[config.mk]
export PLATFORM = sky130hd
export DESIGN_NAME = sequence_replay_window_filter
export DESIGN_NICKNAME = d
export VERILOG_FILES = /design/src/rtl/srwf_pkg.sv /design/src/rtl/sequence_replay_window_filter.sv /design/src/rtl/srwf_front.sv /design/src/rtl/srwf_queue.sv /design/src/rtl/srwf_back.sv
export SDC_FILE = /design/constraint.sdc
export NUM_CORES = 1
export LEC_CHECK = 0
export BUFFER_PORTS_ARGS = -buffer_cell sky130_fd_sc_hd__buf_2
export CAP_MARGIN = 20
export CORE_MARGIN = 1
export CORE_UTILIZATION = 30
export CTS_BUF_LIST = sky130_fd_sc_hd__clkbuf_8
export DETAILED_ROUTE_END_ITERATION = 6
export SYNTH_ARGS = -nofsm -noshare
export SYNTH_HDL_FRONTEND = slang
export SYNTH_HIERARCHICAL = 1
export SYNTH_SLANG_ARGS = --single-unit
[constraint.sdc]
create_clock -name i_clk -period 25.7 [get_ports i_clk]
set_input_delay 0 -clock i_clk [delete_from_list [all_inputs] [get_ports i_clk]]
set_output_delay 0 -clock i_clk [all_outputs]
set_load 0.01 [all_outputs]
[src/rtl/srwf_pkg.sv]
// shared types and constants for the replay window filter
// no dependencies
package srwf_pkg;

    localparam int CHANNEL_W          = 4;
    localparam int SEQ_W              = 32;
    localparam int COUNT_W            = 32;
    localparam int VERDICT_W          = 3;
    localparam int DEF_NUM_CHANNELS   = 4;
    localparam int DEF_WINDOW_BITS    = 32;
    localparam int DEF_QUEUE_DEPTH    = 4;

    typedef enum logic [VERDICT_W-1:0] {
        VERDICT_ACCEPTED  = 3'd0,
        VERDICT_INVALID   = 3'd1,
        VERDICT_EXACT_DUP = 3'd2,
        VERDICT_TOO_OLD   = 3'd3,
        VERDICT_SEEN      = 3'd4
    } t_verdict;

    // classified transaction handed from front to back
    typedef struct packed {
        logic                 invalid;
        logic [CHANNEL_W-1:0] channel;
        logic [SEQ_W-1:0]     seq;
    } t_item;

endpackage

[src/rtl/sequence_replay_window_filter.sv]
// top level of the sliding window replay filter
// depends on srwf_pkg, srwf_front, srwf_queue, srwf_back
//
//  channel | valid       | stall       | payload
//  --------+-------------+-------------+---------------------------------------------
//  in      | i_in_valid  | o_in_stall  | i_channel, i_sequence_req
//  out     | o_out_valid | i_out_stall | o_accepted, o_verdict, o_filtered_count
//
// one transaction per cycle while the output does not stall; the window check and
// state update for a channel happen together in the back stage, so consecutive hits
// on a channel never stall; an input passes the front, queue and output registers
// reset clears window state, count and queue; no clearing pass
// output stall fills the queue first, then the input stalls
module sequence_replay_window_filter import srwf_pkg::*; #(
    parameter int NUM_CHANNELS = DEF_NUM_CHANNELS,
    parameter int WINDOW_BITS  = DEF_WINDOW_BITS,
    parameter int QUEUE_DEPTH  = DEF_QUEUE_DEPTH
) (
    input  logic                 i_clk,
    input  logic                 i_rst_n,
    input  logic                 i_in_valid,
    output logic                 o_in_stall,
    input  logic [CHANNEL_W-1:0] i_channel,
    input  logic [SEQ_W-1:0]     i_sequence_req,
    output logic                 o_out_valid,
    input  logic                 i_out_stall,
    output logic                 o_accepted,
    output logic [VERDICT_W-1:0] o_verdict,
    output logic [COUNT_W-1:0]   o_filtered_count
);

    logic  push;
    t_item push_item;
    logic  full;
    logic  head_valid;
    t_item head;
    logic  pop;

    srwf_front #(
        .NUM_CHANNELS (NUM_CHANNELS)
    ) u_front (
        .i_clk          (i_clk),
        .i_rst_n        (i_rst_n),
        .i_in_valid     (i_in_valid),
        .o_in_stall     (o_in_stall),
        .i_channel      (i_channel),
        .i_sequence_req (i_sequence_req),
        .o_push         (push),
        .o_item         (push_item),
        .i_full         (full)
    );

    srwf_queue #(
        .DEPTH (QUEUE_DEPTH)
    ) u_queue (
        .i_clk        (i_clk),
        .i_rst_n      (i_rst_n),
        .i_push       (push),
        .i_item       (push_item),
        .o_full       (full),
        .o_head_valid (head_valid),
        .o_head       (head),
        .i_pop        (pop)
    );

    srwf_back #(
        .NUM_CHANNELS (NUM_CHANNELS),
        .WINDOW_BITS  (WINDOW_BITS)
    ) u_back (
        .i_clk            (i_clk),
        .i_rst_n          (i_rst_n),
        .i_head_valid     (head_valid),
        .i_head           (head),
        .o_pop            (pop),
        .o_out_valid      (o_out_valid),
        .i_out_stall      (i_out_stall),
        .o_accepted       (o_accepted),
        .o_verdict        (o_verdict),
        .o_filtered_count (o_filtered_count)
    );

endmodule

[src/rtl/srwf_front.sv]
// front stage: takes input transactions and flags invalid ones
// depends on srwf_pkg
module srwf_front import srwf_pkg::*; #(
    parameter int NUM_CHANNELS = DEF_NUM_CHANNELS
) (
    input  logic                 i_clk,
    input  logic                 i_rst_n,
    input  logic                 i_in_valid,
    output logic                 o_in_stall,
    input  logic [CHANNEL_W-1:0] i_channel,
    input  logic [SEQ_W-1:0]     i_sequence_req,
    output logic                 o_push,
    output t_item                o_item,
    input  logic                 i_full
);

    logic  r_valid;
    logic  n_valid;
    t_item r_item;
    logic  take;

    assign o_in_stall = r_valid && i_full;
    assign take       = i_in_valid && !o_in_stall;
    assign o_push     = r_valid && !i_full;
    assign o_item     = r_item;

    always_comb begin
        n_valid = r_valid;
        if (take) begin
            n_valid = 1'b1;
        end else if (o_push) begin
            n_valid = 1'b0;
        end
    end

    always_ff @(posedge i_clk) begin
        if (!i_rst_n) begin
            r_valid <= 1'b0;
        end else begin
            r_valid <= n_valid;
        end
    end

    always_ff @(posedge i_clk) begin
        if (take) begin
            r_item.invalid <= ({1'b0, i_channel} >= (CHANNEL_W+1)'(NUM_CHANNELS))
                              || (i_sequence_req == '0);
            r_item.channel <= i_channel;
            r_item.seq     <= i_sequence_req;
        end
    end

endmodule

[src/rtl/srwf_queue.sv]
// short queue of classified transactions between front and back
// depends on srwf_pkg
module srwf_queue import srwf_pkg::*; #(
    parameter int DEPTH = DEF_QUEUE_DEPTH
) (
    input  logic  i_clk,
    input  logic  i_rst_n,
    input  logic  i_push,
    input  t_item i_item,
    output logic  o_full,
    output logic  o_head_valid,
    output t_item o_head,
    input  logic  i_pop
);

    localparam int PTR_W = (DEPTH > 1) ? $clog2(DEPTH) : 1;
    localparam int CNT_W = $clog2(DEPTH + 1);

    t_item            r_mem [DEPTH];
    logic [PTR_W-1:0] r_wr_ptr;
    logic [PTR_W-1:0] r_rd_ptr;
    logic [CNT_W-1:0] r_count;
    logic [PTR_W-1:0] n_wr_ptr;
    logic [PTR_W-1:0] n_rd_ptr;
    logic [CNT_W-1:0] n_count;

    assign o_full       = (r_count == CNT_W'(DEPTH));
    assign o_head_valid = (r_count != '0);
    assign o_head       = r_mem[r_rd_ptr];

    always_comb begin
        n_wr_ptr = r_wr_ptr;
        n_rd_ptr = r_rd_ptr;
        n_count  = r_count;
        if (i_push) begin
            n_wr_ptr = (r_wr_ptr == PTR_W'(DEPTH - 1)) ? '0 : r_wr_ptr + PTR_W'(1);
        end
        if (i_pop) begin
            n_rd_ptr = (r_rd_ptr == PTR_W'(DEPTH - 1)) ? '0 : r_rd_ptr + PTR_W'(1);
        end
        if (i_push && !i_pop) begin
            n_count = r_count + CNT_W'(1);
        end else if (i_pop && !i_push) begin
            n_count = r_count - CNT_W'(1);
        end
    end

    always_ff @(posedge i_clk) begin
        if (!i_rst_n) begin
            r_wr_ptr <= '0;
            r_rd_ptr <= '0;
            r_count  <= '0;
        end else begin
            r_wr_ptr <= n_wr_ptr;
            r_rd_ptr <= n_rd_ptr;
            r_count  <= n_count;
        end
    end

    always_ff @(posedge i_clk) begin
        if (i_push) begin
            r_mem[r_wr_ptr] <= i_item;
        end
    end

endmodule

[src/rtl/srwf_back.sv]
// back stage: per-channel window state, verdict and output register
// depends on srwf_pkg
module srwf_back import srwf_pkg::*; #(
    parameter int NUM_CHANNELS = DEF_NUM_CHANNELS,
    parameter int WINDOW_BITS  = DEF_WINDOW_BITS
) (
    input  logic               i_clk,
    input  logic               i_rst_n,
    input  logic               i_head_valid,
    input  t_item              i_head,
    output logic               o_pop,
    output logic               o_out_valid,
    input  logic               i_out_stall,
    output logic               o_accepted,
    output logic [VERDICT_W-1:0] o_verdict,
    output logic [COUNT_W-1:0] o_filtered_count
);

    localparam int IDX_W = (NUM_CHANNELS > 1) ? $clog2(NUM_CHANNELS) : 1;
    localparam int SH_W  = $clog2(WINDOW_BITS + 1);

    logic [SEQ_W-1:0]       r_high [NUM_CHANNELS];
    logic [WINDOW_BITS-1:0] r_bmp  [NUM_CHANNELS];
    logic [COUNT_W-1:0]     r_total;
    logic                   r_out_valid;
    logic                   n_out_valid;
    t_verdict               r_out_verdict;
    logic [COUNT_W-1:0]     r_out_total;

    logic [IDX_W-1:0]       idx;
    logic [SEQ_W-1:0]       top;
    logic [WINDOW_BITS-1:0] bm;
    logic [SEQ_W-1:0]       dist_up;
    logic [SEQ_W-1:0]       dist_dn;
    logic [SH_W-1:0]        sh_up;
    logic [SH_W-1:0]        sh_dn;
    logic [WINDOW_BITS-1:0] bit_up;
    logic [WINDOW_BITS-1:0] bit_dn;
    t_verdict               verdict;
    logic                   wr_state;
    logic [SEQ_W-1:0]       new_high;
    logic [WINDOW_BITS-1:0] new_bm;
    logic                   count_it;
    logic [COUNT_W-1:0]     n_total;

    assign o_pop = i_head_valid && (!r_out_valid || !i_out_stall);

    assign idx     = i_head.channel[IDX_W-1:0];
    assign top     = r_high[idx];
    assign bm      = r_bmp[idx];
    assign dist_up = i_head.seq - top;
    assign dist_dn = top - i_head.seq;
    assign sh_up   = dist_up[SH_W-1:0];
    assign sh_dn   = dist_dn[SH_W-1:0];
    // one-hot for the sequence dist below the (old or current) highest
    assign bit_up  = WINDOW_BITS'(1) << (sh_up - SH_W'(1));
    assign bit_dn  = WINDOW_BITS'(1) << (sh_dn - SH_W'(1));

    always_comb begin
        verdict  = VERDICT_ACCEPTED;
        wr_state = 1'b0;
        new_high = top;
        new_bm   = bm;
        count_it = 1'b0;
        priority if (i_head.invalid) begin
            verdict = VERDICT_INVALID;
        end else if (top == '0) begin
            wr_state = 1'b1;
            new_high = i_head.seq;
            new_bm   = '0;
        end else if (i_head.seq == top) begin
            verdict  = VERDICT_EXACT_DUP;
            count_it = 1'b1;
        end else if (i_head.seq > top) begin
            wr_state = 1'b1;
            new_high = i_head.seq;
            // a jump of the full window shifts every old bit out
            if (dist_up <= SEQ_W'(WINDOW_BITS)) begin
                new_bm = (bm << sh_up) | bit_up;
            end else begin
                new_bm = '0;
            end
        end else if (dist_dn > SEQ_W'(WINDOW_BITS)) begin
            verdict  = VERDICT_TOO_OLD;
            count_it = 1'b1;
        end else if ((bm & bit_dn) != '0) begin
            verdict  = VERDICT_SEEN;
            count_it = 1'b1;
        end else begin
            wr_state = 1'b1;
            new_bm   = bm | bit_dn;
        end
    end

    assign n_total = r_total + COUNT_W'(count_it);

    always_comb begin
        n_out_valid = r_out_valid;
        if (o_pop) begin
            n_out_valid = 1'b1;
        end else if (!i_out_stall) begin
            n_out_valid = 1'b0;
        end
    end

    always_ff @(posedge i_clk) begin
        if (!i_rst_n) begin
            r_out_valid <= 1'b0;
            r_total     <= '0;
            for (int i = 0; i < NUM_CHANNELS; i++) begin
                r_high[i] <= '0;
                r_bmp[i]  <= '0;
            end
        end else begin
            r_out_valid <= n_out_valid;
            if (o_pop) begin
                r_total <= n_total;
                if (wr_state) begin
                    r_high[idx] <= new_high;
                    r_bmp[idx]  <= new_bm;
                end
            end
        end
    end

    always_ff @(posedge i_clk) begin
        if (o_pop) begin
            r_out_verdict <= verdict;
            r_out_total   <= n_total;
        end
    end

    assign o_out_valid      = r_out_valid;
    assign o_accepted       = (r_out_verdict == VERDICT_ACCEPTED);
    assign o_verdict        = r_out_verdict;
    assign o_filtered_count = r_out_total;

endmodule

# Word level (Yosys, flattened, before mapping)
# Memory sizes are Yosys's and may differ from the RTL's. A register that Yosys moved wholly into a read port is not among the register bits.
# Cells that the tools add are included.
# word_totals
ff_bits	113
n_memories	3
ramBits	404
wordCells	116
output_inout_bits	38
input_bits	40
# op_classes
muxes	51
n_reduce_logical	25
magnitude_cmp	4
bitwise	3
add_sub_neg	9
shift	3
n_eq_ne	5
# memory_table
memory	depth	word_bits	read_ports	rd_ports_with_merged_regs	wr	line_no	text
u_queue.r_mem	4	37	1	1	1	srwf_queue.sv:19	t_item r_mem [DEPTH];
u_back.r_bmp	4	32	1	0	4	srwf_back.sv:23	logic [WINDOW_BITS-1:0] r_bmp [NUM_CHANNELS];
u_back.r_high	4	32	1	0	4	srwf_back.sv:22	logic [SEQ_W-1:0] r_high [NUM_CHANNELS];
# ops
op	count
$mux 32	13
$logic_not 32->1	2
$or 32x32->32	2
$reduce_or 32->1	2
$shl 1x6->32 const A	2
$sub 32x32->32	2
$add 32x1->32	1
$and 32x32->32	1
$eq 32x32->1	1
$gt 32x32->1	1
$gt 32x6->1 const B	1
$le 32x6->1 const B	1
$reduce_bool 32->1	1
$shl 32x6->32	1
$mux 1	26
$mux 2	9
$sub 6x1->6 const B	2
$mux 3	3
$logic_and 1x1->1	6
$logic_not 1->1	6
$reduce_or 5->1	1
$add 2x1->2 const B	2
$eq 2x2->1 const B	2
$ge 4x3->1 const B	1
other kinds (9)	11

# Depth between registers and ports, before layout
# An unclocked memory read counts as a cell.
# logic_depth
ltp_word	18
ltp_mapped	38
ltp_nobuf	28

# Modules after synthesis
# The synthesis kept the hierarchy.
# by_module_without_submodules
module	cells_per_inst	instances	seq_area_each_um2	area_per_inst_um2
srwf_back	2157	1	9399.0	21400.5
srwf_queue	237	1	4624.4	5854.4
srwf_front	54	1	1131.1	1234.9

# Least setup slack after synthesis
# Ideal clock, no wire load.
# synth_timing
path_kind	flip-flop to flip-flop
start	register with a tool-made name
end	memory u_back/r_bmp[0][0] (netlist bit) (enable)
required_ns	25.277
t_arrival_ns	8.048
period_less_slack_ns	8.471
n_path_buf	8
setup_time_ns	0.423
path_stages_with_launch	26
setup_slack_ns	17.229
cell_sequence	dfxtp_1 > buf_6 > buf_12 > mux4_2 > buf_1 > buf_1 > buf_1 > clkbuf_1 > mux4_2 > inv_1 > ha_1 > inv_1 > fa_1 > xor2_1 > mux4_2 > and4_1 > a31oi_1 > a211oi_1 > or4_4 > nor4_2 > and3_1 > a21boi_1 > or3_4 > buf_6 > buf_6 > nand2_1
# synth_lines
element	line_no
end, declared	srwf_back.sv:23

==> results.json <==
{
  "coreArea_sq_mm": 0.0924,
  "antenna_found_initial": 2,
  "wl_per_cell_microns": 20.6,
  "fp.dieW_microns": 308,
  "max_stage_delay_ns": 1.06,
  "yosysWarningCount": 6,
  "grt_pass1_wl_microns": 122000,
  "setup_viol": 0,
  "setup.worst_path.start_class": "register",
  "clk_pin_slew_ns": 0.06,
  "rsz0062_at_grt": "no",
  "io_pins": 78,
  "vias": 20700,
  "dp_hpwl_microns": 53800,
  "cts_buffer_depth": 3,
  "post_cts_resized": 0,
  "status": "finished clean",
  "hold_viol_final": 0,
  "dr_wl_met2_microns": 36400,
  "worstPathRequired_ns": 26.32,
  "worstSetupPathType": "reg2reg",
  "syn_nets": 2550,
  "first_pass_iters": 7,
  "syn2layout_area_growth_pct": 13.9,
  "tightest_slew_ns": 1.12,
  "clock_latency_ns": 0.71,
  "rows": 111,
  "slowest_stage": "mux4_4",
  "grt_max_degree": 67,
  "antenna_left": 0,
  "die_area_sq_mm": 0.0950,
  "die_h_microns": 308,
  "cts_setup_buffers": 0,
  "routed_wl_microns": 79700,
  "nets": 2663,
  "critical_path_buf_inv_count": 3,
  "drc_errors": 0,
  "initial_core_util_pct": 30.5,
  "top_layer": "met4",
  "layout-drive-gt1-share_pct": 14.9,
  "clockRootBuffer": "clkbuf_8",
  "syn_avg_cell_area_sq_um": 11.6,
  "holdCritPathClass": "in2reg",
  "setup_tns_ns": 0,
  "drt-initial-drc-count": 2200,
  "cp-end-kind": "register",
  "cts_tree": "built",
  "cts_buffers": 82,
  "skew_ns": 0.0313,
  "syn_area_sq_mm": 0.0281,
  "wl_met3_microns": 5630,
  "slew_violations": 0,
  "track_usage_pct": 16.6,
  "grt_pass1_vias": 20400,
  "max-cap-violations": 0,
  "cp_top_family": "simple AND/OR/NAND/NOR gates",
  "cts_max_level": 3,
  "crit_arrival_ns": 10.32,
  "m1WireLength_microns": 35800,
  "clock-sinks": 509,
  "relSlewSlack_pct": 24.9,
  "hold_start": "i_channel[1]",
  "overflow": 0,
  "post-route-min-period_ns": 9.71,
  "finalCritPeriodShare_pct": 37.8,
  "critPathMaxFanout": 36,
  "fmaxAchievable_ghz": 0.103,
  "ctsHoldBuffers": 69,
  "via_per_inst": 5.37,
  "place.gp.congestion": 0.987,
  "synthCells": 2436,
  "io_buffers": 77
}
## metrics by stage
stage / hold WS (ns) / setup slack, ns / cell area, sq um / std cells / utilization, %
final: 0.0530 / 15.99 / 32100 / 3861 / 34.7
after floorplan: 0.0989 / 17.24 / 28100 / 2436 / -
after global routing: 0.0156 / 15.13 / 32100 / 3861 / 34.7
after detailed placement: 0.182 / 15.91 / 29700 / 3635 / 32.1
after global placement: 0.180 / 16.14 / 29700 / 3635 / 32.1
after CTS: 0.0000981 / 15.88 / 31900 / 3856 / 34.6
## cells in the final DEF (no fill, tap or decap), types with 11 or more instances in the layout
cell           count
clkbuf_8          83
xnor2_1           46
a211oi_1          61
nor3_1            44
nand2_1          142
o211ai_1          15
nand4_1           34
or3_1             31
o21ai_0          103
nand3_1           51
dfxtp_1           41
a21boi_0          25
o31ai_1           23
clkinv_2          13
a31oi_1           19
inv_1            110
o21a_1            17
nor2b_1           11
buf_2             77
clkinv_1          16
edfxtp_1         466
xor2_1            33
o2111ai_1         12
a21o_1            23
mux2_2            16
mux2i_1           55
nor4_1            34
buf_4             28
dlygate4sd3_1     69
or2_2             11
and2_1            20
a21oi_1          155
ha_1              71
nor2_1           370
mux4_2           104
## worst register-to-register path, cell delays in order, from the launching register on
cell and delay (ns):
dfxtp_2 0.31, buf_4 0.53, mux4_4 1.07, buf_4 0.41, mux4_2 0.43, ha_1 0.77, nand2_1 0.11, a211oi_1 0.57
o211ai_1 0.28, a211oi_1 0.54, nor3b_1 0.11, o32ai_1 0.42, nor4_2 0.11, nand3_2 0.35, a21oi_1 0.18, nor2_1 0.21
ha_1 0.24, ha_1 0.22, nand3_1 0.17, nor4_1 0.58, nand3_1 0.25, or2_2 0.39, nor2_1 0.23, nand3_1 0.19
inv_1 0.11, nand4_1 0.27, or3_1 0.40, a21boi_0 0.17
## per-layer routing
metal	up-vias	track usage [%]
met5	-	0
met4	0	5.36
met3	151	3.22
met2	854	26.1
met1	10200	22.9
li1	9503	-
## worst paths after layout
check | slack, ns | end | cells after the start
worst min register to register | 0.48 | u_back/r_total[0]$_SDFFE_PN0P_ | 2
worst max-delay path | 15.99 | u_back/r_total[24]$_SDFFE_PN0P_ | 27
worst max register to register | 15.99 | u_back/r_total[24]$_SDFFE_PN0P_ | 27
worst min-delay path | 0.05 | u_front/o_item[33]$_DFFE_PP_ | 2
## state kept, by name, summed over array words and instances (netlist names), named ones only
| name | flops |
|---|---|
| u_queue/r_wr_ptr | 2 |
| u_front/r_valid | 1 |
| u_back/o_filtered_count | 32 |
| u_front/o_item | 35 |
| u_back/r_high | 128 |
| u_back/o_verdict | 3 |
| u_back/o_out_valid | 1 |
| u_back/r_bmp | 128 |
| u_back/r_total | 32 |
| u_queue/r_rd_ptr | 2 |
| u_queue/r_mem | 140 |
| u_queue/r_count | 3 |
## layout make-up
class                   instances  area [sq um]
inverters                      86           323
clock inverters                69           460
repair buffers                178          1390
multi-input cells            1692         12300
clock buffers                  83          1140
flip-flops and latches        509         14900
well taps                    1243          1560
fillers                      9114         60300
diodes                          1          2.50
Power is left out: the tool's default activity adds up to more than one toggle a clock period on the data nets, which glitch-free logic cannot reach.
